## config.mk

```make
export PLATFORM = sky130hd
export DESIGN_NAME = tachometer_period_to_rpm_average
export DESIGN_NICKNAME = d
export VERILOG_FILES = /design/src/tpra_pkg.sv /design/src/tpra_div.sv /design/src/tpra_ring.sv /design/src/tachometer_period_to_rpm_average.sv
export SDC_FILE = /design/constraint.sdc
export NUM_CORES = 1
export LEC_CHECK = 0
export BUFFER_PORTS_ARGS = -buffer_cell sky130_fd_sc_hd__buf_2
export CORE_MARGIN = 5
export CORE_UTILIZATION = 32
export DETAILED_ROUTE_END_ITERATION = 16
export PLACE_DENSITY = 0.51
export SLEW_MARGIN = 20
export SYNTH_ARGS = -nofsm -noshare
export SYNTH_HDL_FRONTEND = slang
export SYNTH_SLANG_ARGS = --single-unit
```

## constraint.sdc

```tcl
create_clock -name i_clk -period 6.4 [get_ports i_clk]
set_input_delay 0.64 -clock i_clk [delete_from_list [all_inputs] [get_ports i_clk]]
set_output_delay 0.64 -clock i_clk [all_outputs]
set_load 0.1 [all_outputs]
```

## src/tpra_pkg.sv

```systemverilog
`default_nettype none

package tpra_pkg;

    // Fixed field widths.
    localparam int TIME_W      = 32;
    localparam int RPM_W       = 16;

    // Revolutions per minute from a period in microseconds: 60000000 / period.
    localparam int RPM_NUM_W   = 26;
    localparam logic [RPM_NUM_W-1:0] RPM_NUMERATOR = 26'd60000000;
    localparam logic [RPM_W-1:0]     RPM_MAX       = 16'hFFFF;

    // Reset value of the stall timeout.
    localparam logic [TIME_W-1:0] STALL_RESET = 32'd600000;

    localparam int RING_DEPTH_DEFAULT = 8;

    typedef enum logic [2:0] {
        S_IDLE,
        S_PREP,
        S_SEL,
        S_QDIV,
        S_UPDATE,
        S_ASTART,
        S_ADIV,
        S_OUT
    } t_state;

    typedef struct packed {
        logic busy;
        logic done;
    } t_div_status;

endpackage

`default_nettype wire

```

## src/tpra_div.sv

```systemverilog
`default_nettype none

module tpra_div #(
    parameter int NUM_W = tpra_pkg::RPM_NUM_W
) (
    input  wire logic                      i_clk,
    input  wire logic                      i_rst_n,
    input  wire logic                      i_start,
    input  wire logic [NUM_W-1:0]          i_num,
    input  wire logic [tpra_pkg::TIME_W-1:0] i_den,
    output tpra_pkg::t_div_status          o_status,
    output logic [NUM_W-1:0]               o_quot
);
    import tpra_pkg::*;

    localparam int CNT_W = $clog2(NUM_W + 1);

    // Restoring division, one quotient bit per cycle. The dividend shifts
    // out of the top of r_num while quotient bits shift in at the bottom.
    logic [NUM_W-1:0]  r_num;
    logic [TIME_W-1:0] r_rem;
    logic [TIME_W-1:0] r_den;
    logic [CNT_W-1:0]  r_cnt;
    logic              r_busy;
    logic              r_done;

    logic [TIME_W:0]   w_trial;
    logic [TIME_W:0]   w_diff;
    logic              w_fits;

    assign w_trial = {r_rem, r_num[NUM_W-1]};
    assign w_diff  = w_trial - {1'b0, r_den};
    assign w_fits  = (w_trial >= {1'b0, r_den});

    always_ff @(posedge i_clk) begin
        if (!i_rst_n) begin
            r_busy <= 1'b0;
            r_done <= 1'b0;
            r_cnt  <= '0;
        end else begin
            r_done <= 1'b0;
            if (i_start) begin
                r_busy <= 1'b1;
                r_cnt  <= '0;
            end else if (r_busy) begin
                r_cnt <= r_cnt + CNT_W'(1);
                if (r_cnt == CNT_W'(NUM_W - 1)) begin
                    r_busy <= 1'b0;
                    r_done <= 1'b1;
                end
            end
        end
    end

    always_ff @(posedge i_clk) begin
        if (i_start) begin
            r_num <= i_num;
            r_den <= i_den;
            r_rem <= '0;
        end else if (r_busy) begin
            r_rem <= w_fits ? w_diff[TIME_W-1:0] : w_trial[TIME_W-1:0];
            r_num <= {r_num[NUM_W-2:0], w_fits};
        end
    end

    assign o_status.busy = r_busy;
    assign o_status.done = r_done;
    assign o_quot        = r_num;

endmodule

`default_nettype wire

```

## src/tpra_ring.sv

```systemverilog
`default_nettype none

module tpra_ring #(
    parameter int RING_DEPTH = tpra_pkg::RING_DEPTH_DEFAULT
) (
    input  wire logic                       i_clk,
    input  wire logic                       i_rst_n,
    input  wire logic                       i_rd,
    input  wire logic                       i_wr,
    input  wire logic [tpra_pkg::RPM_W-1:0] i_wr_data,
    output logic [tpra_pkg::RPM_W-1:0]      o_rd_data
);
    import tpra_pkg::*;

    localparam int IDX_W = (RING_DEPTH > 1) ? $clog2(RING_DEPTH) : 1;

    logic [RPM_W-1:0]      r_mem [RING_DEPTH];
    logic [RING_DEPTH-1:0] r_valid;
    logic [IDX_W-1:0]      r_idx;
    logic [RPM_W-1:0]      r_rd_data;
    logic                  r_rd_vld;

    // Both the read and the write use the current position; the position
    // moves on after each write.
    always_ff @(posedge i_clk) begin
        if (!i_rst_n) begin
            r_valid <= '0;
            r_idx   <= '0;
        end else if (i_wr) begin
            r_valid[r_idx] <= 1'b1;
            if (r_idx == IDX_W'(RING_DEPTH - 1)) begin
                r_idx <= '0;
            end else begin
                r_idx <= r_idx + IDX_W'(1);
            end
        end
    end

    always_ff @(posedge i_clk) begin
        if (i_wr) begin
            r_mem[r_idx] <= i_wr_data;
        end
        if (i_rd) begin
            r_rd_data <= r_mem[r_idx];
            r_rd_vld  <= r_valid[r_idx];
        end
    end

    // An entry never written since reset reads as zero.
    assign o_rd_data = r_rd_vld ? r_rd_data : '0;

    a_idx_range: assert property (@(posedge i_clk) disable iff (!i_rst_n)
        r_idx <= IDX_W'(RING_DEPTH - 1))
        else $error("ring position beyond depth");

    a_idx_step: assert property (@(posedge i_clk) disable iff (!i_rst_n)
        !i_wr |=> $stable(r_idx))
        else $error("ring position moved without a write");

    a_valid_fill: assert property (@(posedge i_clk) disable iff (!i_rst_n)
        i_wr |=> r_valid[$past(r_idx)])
        else $error("written entry not marked valid");

endmodule

`default_nettype wire

```

## src/tachometer_period_to_rpm_average.sv

```systemverilog
// Period tachometer with a moving average of speed.
// Input channel (i_s_*): one item per speed update, carrying the current
// microsecond time and the timestamps of the last two pulses. Output channel
// (o_m_*): one item per update with the new average, the instant speed and
// a stall flag. The stall timeout is written through i_cfg_we/i_cfg_wdata;
// the user must write it only while the block is idle; the block does not enforce this.
// The instant speed comes from a bit-serial restoring divider that produces
// one quotient bit per cycle over a 26-bit dividend, and the same divider
// then divides the running ring sum by the ring depth. An accepted update
// goes through the states PREP, SEL, QDIV, UPDATE, ASTART, ADIV and OUT;
// when the stall timeout or a zero period settles the instant speed, the
// first division (QDIV) is skipped. One item is worked on at a time; the
// next is accepted in the cycle after the previous result is loaded into
// the output register, even if it is still waiting there.
// Reset (synchronous, active low) restores the timeout to 600000 us, empties
// the ring, clears the average and drops both valids. If the receiver stalls,
// the output item is held and the block waits with its finished result.
`default_nettype none

module tachometer_period_to_rpm_average #(
    parameter int RING_DEPTH = tpra_pkg::RING_DEPTH_DEFAULT
) (
    input  wire logic                        i_clk,
    input  wire logic                        i_rst_n,
    // Configuration: stall timeout in microseconds.
    input  wire logic                        i_cfg_we,
    input  wire logic [tpra_pkg::TIME_W-1:0] i_cfg_wdata,
    // Input stream.
    input  wire logic                        i_s_tvalid,
    output logic                             o_s_tready,
    // [31:0] current_time_us, [63:32] last_pulse_time_us,
    // [95:64] previous_pulse_time_us
    input  wire logic [95:0]                 i_s_tdata,
    // Output stream.
    output logic                             o_m_tvalid,
    input  wire logic                        i_m_tready,
    // [15:0] average_rpm, [31:16] instant_rpm
    output logic [31:0]                      o_m_tdata,
    // [0] stalled
    output logic                             o_m_tuser
);
    import tpra_pkg::*;

    // The running sum of the ring must hold RING_DEPTH full-scale entries.
    localparam int SUM_W = $clog2(RING_DEPTH * 65535 + 1);
    localparam int DIV_NUM_W = (SUM_W > RPM_NUM_W) ? SUM_W : RPM_NUM_W;

    t_state r_state;
    t_state n_state;

    logic [TIME_W-1:0] r_timeout;
    logic [TIME_W-1:0] r_now;
    logic [TIME_W-1:0] r_last;
    logic [TIME_W-1:0] r_prev;
    logic [TIME_W-1:0] r_period;
    logic              r_stalled;
    logic [RPM_W-1:0]  r_inst;
    logic [RPM_W-1:0]  r_avg;
    logic [SUM_W-1:0]  r_sum;

    logic              r_out_valid;
    logic [RPM_W-1:0]  r_out_avg;
    logic [RPM_W-1:0]  r_out_inst;
    logic              r_out_stalled;

    // Control from the state machine.
    logic              w_in_ready;
    logic              w_div_start;
    logic              w_div_rpm;
    logic              w_ring_rd;
    logic              w_ring_wr;
    logic              w_out_load;
    logic              w_out_free;

    logic [DIV_NUM_W-1:0] w_div_num;
    logic [TIME_W-1:0]    w_div_den;
    logic [DIV_NUM_W-1:0] w_div_quot;
    t_div_status          w_div_status;
    logic [RPM_W-1:0]     w_ring_old;
    logic [RPM_W-1:0]     w_rpm_sat;
    logic                 w_accept;

    assign w_accept   = i_s_tvalid && w_in_ready;
    assign w_out_free = !r_out_valid || i_m_tready;

    // The quotient of 60000000 / period saturates at full scale; periods
    // below 916 us land here.
    assign w_rpm_sat = (|w_div_quot[DIV_NUM_W-1:RPM_W]) ? RPM_MAX : w_div_quot[RPM_W-1:0];

    // One divider serves both the speed conversion and the averaging.
    assign w_div_num = w_div_rpm ? DIV_NUM_W'(RPM_NUMERATOR) : DIV_NUM_W'(r_sum);
    assign w_div_den = w_div_rpm ? r_period : TIME_W'(RING_DEPTH);

    tpra_div #(
        .NUM_W (DIV_NUM_W)
    ) u_div (
        .i_clk    (i_clk),
        .i_rst_n  (i_rst_n),
        .i_start  (w_div_start),
        .i_num    (w_div_num),
        .i_den    (w_div_den),
        .o_status (w_div_status),
        .o_quot   (w_div_quot)
    );

    tpra_ring #(
        .RING_DEPTH (RING_DEPTH)
    ) u_ring (
        .i_clk     (i_clk),
        .i_rst_n   (i_rst_n),
        .i_rd      (w_ring_rd),
        .i_wr      (w_ring_wr),
        .i_wr_data (r_inst),
        .o_rd_data (w_ring_old)
    );

    // Next state.
    always_comb begin
        n_state = r_state;
        case (r_state)
            S_IDLE: begin
                if (i_s_tvalid) begin
                    n_state = S_PREP;
                end
            end
            S_PREP: begin
                n_state = S_SEL;
            end
            S_SEL: begin
                if (r_stalled || r_period == '0) begin
                    n_state = S_UPDATE;
                end else begin
                    n_state = S_QDIV;
                end
            end
            S_QDIV: begin
                if (w_div_status.done) begin
                    n_state = S_UPDATE;
                end
            end
            S_UPDATE: begin
                n_state = S_ASTART;
            end
            S_ASTART: begin
                n_state = S_ADIV;
            end
            S_ADIV: begin
                if (w_div_status.done) begin
                    n_state = S_OUT;
                end
            end
            S_OUT: begin
                if (w_out_free) begin
                    n_state = S_IDLE;
                end
            end
            default: begin
                n_state = S_IDLE;
            end
        endcase
    end

    // State machine outputs.
    always_comb begin
        w_in_ready  = 1'b0;
        w_div_start = 1'b0;
        w_div_rpm   = 1'b0;
        w_ring_rd   = 1'b0;
        w_ring_wr   = 1'b0;
        w_out_load  = 1'b0;
        case (r_state)
            S_IDLE: begin
                w_in_ready = 1'b1;
            end
            S_PREP: begin
                w_ring_rd = 1'b1;
            end
            S_SEL: begin
                w_div_rpm   = 1'b1;
                w_div_start = !r_stalled && (r_period != '0);
            end
            S_UPDATE: begin
                w_ring_wr = 1'b1;
            end
            S_ASTART: begin
                w_div_start = 1'b1;
            end
            S_OUT: begin
                w_out_load = w_out_free;
            end
            default: begin
                w_in_ready = 1'b0;
            end
        endcase
    end

    always_ff @(posedge i_clk) begin
        if (!i_rst_n) begin
            r_state <= S_IDLE;
        end else begin
            r_state <= n_state;
        end
    end

    always_ff @(posedge i_clk) begin
        if (!i_rst_n) begin
            r_timeout <= STALL_RESET;
        end else if (i_cfg_we) begin
            r_timeout <= i_cfg_wdata;
        end
    end

    // Datapath registers.
    always_ff @(posedge i_clk) begin
        if (w_accept) begin
            r_now  <= i_s_tdata[31:0];
            r_last <= i_s_tdata[63:32];
            r_prev <= i_s_tdata[95:64];
        end
        if (r_state == S_PREP) begin
            r_period  <= r_last - r_prev;
            r_stalled <= (r_now - r_last) > r_timeout;
        end
        if (r_state == S_SEL) begin
            // A stall wins over a zero period, which keeps the last average.
            if (r_stalled) begin
                r_inst <= '0;
            end else if (r_period == '0) begin
                r_inst <= r_avg;
            end
        end
        if (r_state == S_QDIV && w_div_status.done) begin
            r_inst <= w_rpm_sat;
        end
    end

    // The ring sum is kept running: the entry being replaced leaves it and
    // the new instant speed joins it.
    always_ff @(posedge i_clk) begin
        if (!i_rst_n) begin
            r_sum <= '0;
            r_avg <= '0;
        end else begin
            if (w_ring_wr) begin
                r_sum <= r_sum - SUM_W'(w_ring_old) + SUM_W'(r_inst);
            end
            if (r_state == S_ADIV && w_div_status.done) begin
                r_avg <= w_div_quot[RPM_W-1:0];
            end
        end
    end

    // Output register.
    always_ff @(posedge i_clk) begin
        if (!i_rst_n) begin
            r_out_valid <= 1'b0;
        end else if (w_out_load) begin
            r_out_valid <= 1'b1;
        end else if (i_m_tready) begin
            r_out_valid <= 1'b0;
        end
    end

    always_ff @(posedge i_clk) begin
        if (w_out_load) begin
            r_out_avg     <= r_avg;
            r_out_inst    <= r_inst;
            r_out_stalled <= r_stalled;
        end
    end

    assign o_s_tready = w_in_ready;
    assign o_m_tvalid = r_out_valid;
    assign o_m_tdata  = {r_out_inst, r_out_avg};
    assign o_m_tuser  = r_out_stalled;

    a_stall_zero: assert property (@(posedge i_clk) disable iff (!i_rst_n)
        o_m_tvalid && o_m_tuser |-> o_m_tdata[31:16] == '0)
        else $error("stalled result with a non-zero instant speed");

    a_div_idle: assert property (@(posedge i_clk) disable iff (!i_rst_n)
        w_div_start |-> !w_div_status.busy)
        else $error("divider started while busy");

    a_sum_bound: assert property (@(posedge i_clk) disable iff (!i_rst_n)
        32'(r_sum) <= 32'(RING_DEPTH * 65535))
        else $error("ring sum beyond full scale");

    a_accept_prep: assert property (@(posedge i_clk) disable iff (!i_rst_n)
        w_accept |=> r_state == S_PREP)
        else $error("accepted item not taken into work");

endmodule

`default_nettype wire
```

==> out/metrics.csv <==
metric,value,unit
status,"complete, no violations",
report.final.slew_viol_count,0,
ys_async_sr_fraction,0,
grt_overflow,0,
critPathMaxFanout,6,
crit_arrival,5.19,ns
path_class,register to register,
vias_per_cell,4.92,
nets,2755,
finalCritPeriodShare,0.755,
cts_setup_buffers,0,
p_int,8910,µW
synth_top_cell_by_area,edfxtp_1,
end_kind,register,
cts_buffer_depth,3,
max_freq,207,MHz
fin_ws,1.57,ns
drt-initial-drc-count,1106,
start_util,0.321,
synth-main-ff-cell,edfxtp_1,
synth.net_count,2592,
boundaryPins,168,
dpl.hpwl,44900,µm
finalCriticalPeriod,4.83,ns
yosysTopAreaCellShare,0.453,
die_w,291,µm
critPathMaxStageDelay,0.46,ns
core_area,78600,µm²
cts_resized,0,
seqCellArea,13900,µm²
netlist_top_cells_area,"edfxtp_1, dfxtp_1, ha_1",
power_frac_clock,0.262,
p_total,14000,µW
leakage,0.0117,µW
wirelength,63300,µm
routed-via-count,17472,
powerDensity,474,nW/µm²
wl_per_cell,17.8,µm
worstHoldPathType,input pin to register,
yosysWarnings,0,
clk_pin_slew,0.06,ns
area_growth,16.8,%
dp_worst_setup_slack,1.58,ns
cap_violations,0,
cpLargestDelayFamily,compound AO/OA/AOI/OAI gates,
clk_latency,0.62,ns
finalHoldViolations,0,
ys_types,74,
grt_pass1_vias,17483,
grt_setup_unrepaired,no,
antenna_cells,0,
synth.avg_cell_area,11.0,µm²
crit_path_top_delay_cell,a221o_1,
multi_input_area,10300,µm²
grt_usage,0.145,
place_inst,3442,
start_kind,register,
cp.buffers_inverters,1,
dieArea,84600,µm²
power.share.switching,0.362,
fin_util,0.375,
antenna_found_initial,1,
grt_pass1_wl,99700,µm
required,6.76,ns
final_cells,3553,
p_comb_frac,0.390,
place_congestion,0.852,
finalSetupViolCount,0,
peakVddDrop,0.222,mV
power_switching,5060,µW
clockRootBuffer,clkbuf_16,
clock-sinks,502,
syn_inst,2291,
grt_start_max_net_pins,79,
drc,0,
critPathMostFrequentCell,a21o_1,
synth_edf_count,381,
num-fill-cells,7728,
port_buffers,167,
drive_above_1_share,0.124,
yosys_register_bits,502,
seqPwrFrac,0.348,
fin_tns_setup,0,ns
postCtsHoldBufs,0,
die_height,291,µm
finalClockSkew,0.0357,ns
num_rows,103,
cts_tree,built,
seq_area_frac_synth,0.549,
numCtsBuffers,57,
firstDrtPassIters,5,
synthesis.area,25200,µm²
slew-limit-headroom,0.251,
tightest_slew,1.12,ns
path_cells,inv_1 > ha_1 > nor2b_1 > o21ai_2 > a21boi_1 > o32a_1 > a221o_1 > a311oi_4 > o21ai_1 > a21oi_2 > o311ai_1 > ha_1 > a21o_1 > a21o_1 > a21o_1 > a21oi_1 > nor2b_1 > o21ai_0 > nand2b_1 > a211oi_1 > a21oi_1,
htree_levels,2,
ant_nets,0,
## final cells by class
cell class	instances	area share
Timing Repair Buffer	181	0.0327
Inverter	230	0.0293
Clock inverter	32	0.0187
Multi-Input combinational cell	1482	0.351
Clock buffer	76	0.0536
Tap cell	1050	0.0446
Sequential cell	502	0.471
## worst paths after layout
check | start | slack, ns | to | depth (start not counted)
hold reg to reg | r_avg[7] | 0.46 | r_out_avg[7] | 0
setup reg to reg | r_last[1] | 1.57 | r_stalled | 21
hold / removal | i_s_tdata[19] | 0.20 | r_now[19] | 1
setup / recovery | r_last[1] | 1.57 | r_stalled | 21
## per-layer routing
| metal | vias to the layer above | wire length [µm] | GRT usage |
|---|---|---|---|
| li1 | 8609 | - | - |
| met1 | 8446 | 31000 | 0.210 |
| met2 | 333 | 28400 | 0.230 |
| met3 | 84 | 2480 | 0.0190 |
| met4 | 0 | 1420 | 0.0368 |
| met5 | - | 0 | 0 |
## worst register-to-register path, delay by kind of cell (launching register included)
kind / cells / cell delay (ns)
AOI/OAI and AO/OA: 15 / 3.19
adders and majority gates: 2 / 0.57
buffers and inverters: 1 / 0.16
DFF: 1 / 0.39
and+or+nand+nor: 3 / 0.27
## flip-flops by register name, indices dropped and copies added (netlist names), 8 cells and up
| name | cells |
|---|---|
| u_ring.r_rd_data | 16 |
| r_sum | 19 |
| r_out_inst | 16 |
| u_div.o_quot | 26 |
| r_out_avg | 16 |
| r_last | 32 |
| r_now | 32 |
| r_prev | 32 |
| u_ring.r_valid | 8 |
| r_inst | 16 |
| u_ring.r_mem | 128 |
| u_div.r_rem | 32 |
| r_avg | 16 |
| u_div.r_den | 32 |
| r_timeout | 32 |
| r_period | 32 |
## power groups by stage
| stage | Combinational (µW) | Clock, µW | Sequential [µW] |
|---|---|---|---|
| CTS | 5480 | 3750 | 4870 |
| global route | 6150 | 3880 | 4940 |
| global placement | 5350 | 0 | 4920 |
| finish | 5450 | 3660 | 4870 |
| detailed placement | 5430 | 0 | 4940 |
| floorplan | 4240 | 0 | 4730 |
## cell families (layout without fill, tap and decap cells)
| group | Yosys count | after routing | share of synthesized area |
|---|---|---|---|
| adder cells (fa/ha/maj) | 168 | 168 | 0.0889 |
| multiplexers | 39 | 39 | 0.0155 |
| XOR/XNOR | 95 | 95 | 0.0330 |
| flip-flops | 502 | 502 | 0.549 |
| buffers and inverters | 307 | 519 | 0.0461 |
| AO/OA/AOI/OAI | 568 | 568 | 0.146 |
| AND/OR/NAND/NOR | 612 | 612 | 0.121 |
## through the flow
stage	hold slack, ns	instance area (µm²)
3_5_place_dp	0.442	27300
2_1_floorplan	0.431	25200
4_1_cts	0.153	29400
6_report	0.202	29500
5_1_grt	0.167	29500
3_3_place_gp	0.448	27300
## placed cells by master (no fill, tap or decap), drive strengths merged, types with 65 or more instances in the layout
cell type / Yosys / routed
edfxtp: 381 / 381
inv: 228 / 231
buf: 7 / 181
nand2: 171 / 171
ha: 149 / 149
a21oi: 146 / 146
dfxtp: 121 / 121
o21ai: 115 / 115
nor2: 110 / 110
clkbuf: 70 / 76
and2: 75 / 75
a22oi: 74 / 74
xnor2: 65 / 65
## Yosys cell counts (all sizes together) (38+ instances only)
cell type / instances
a22oi: 74
clkbuf: 70
ha: 149
and2: 75
a21o: 53
dfxtp: 121
nand2: 171
edfxtp: 381
a21oi: 146
nor2b: 44
mux2i: 38
o21ai: 115
nor2: 110
nand3: 53
xnor2: 65
inv: 228
No activity file was read; power rests on OpenSTA's default activity.
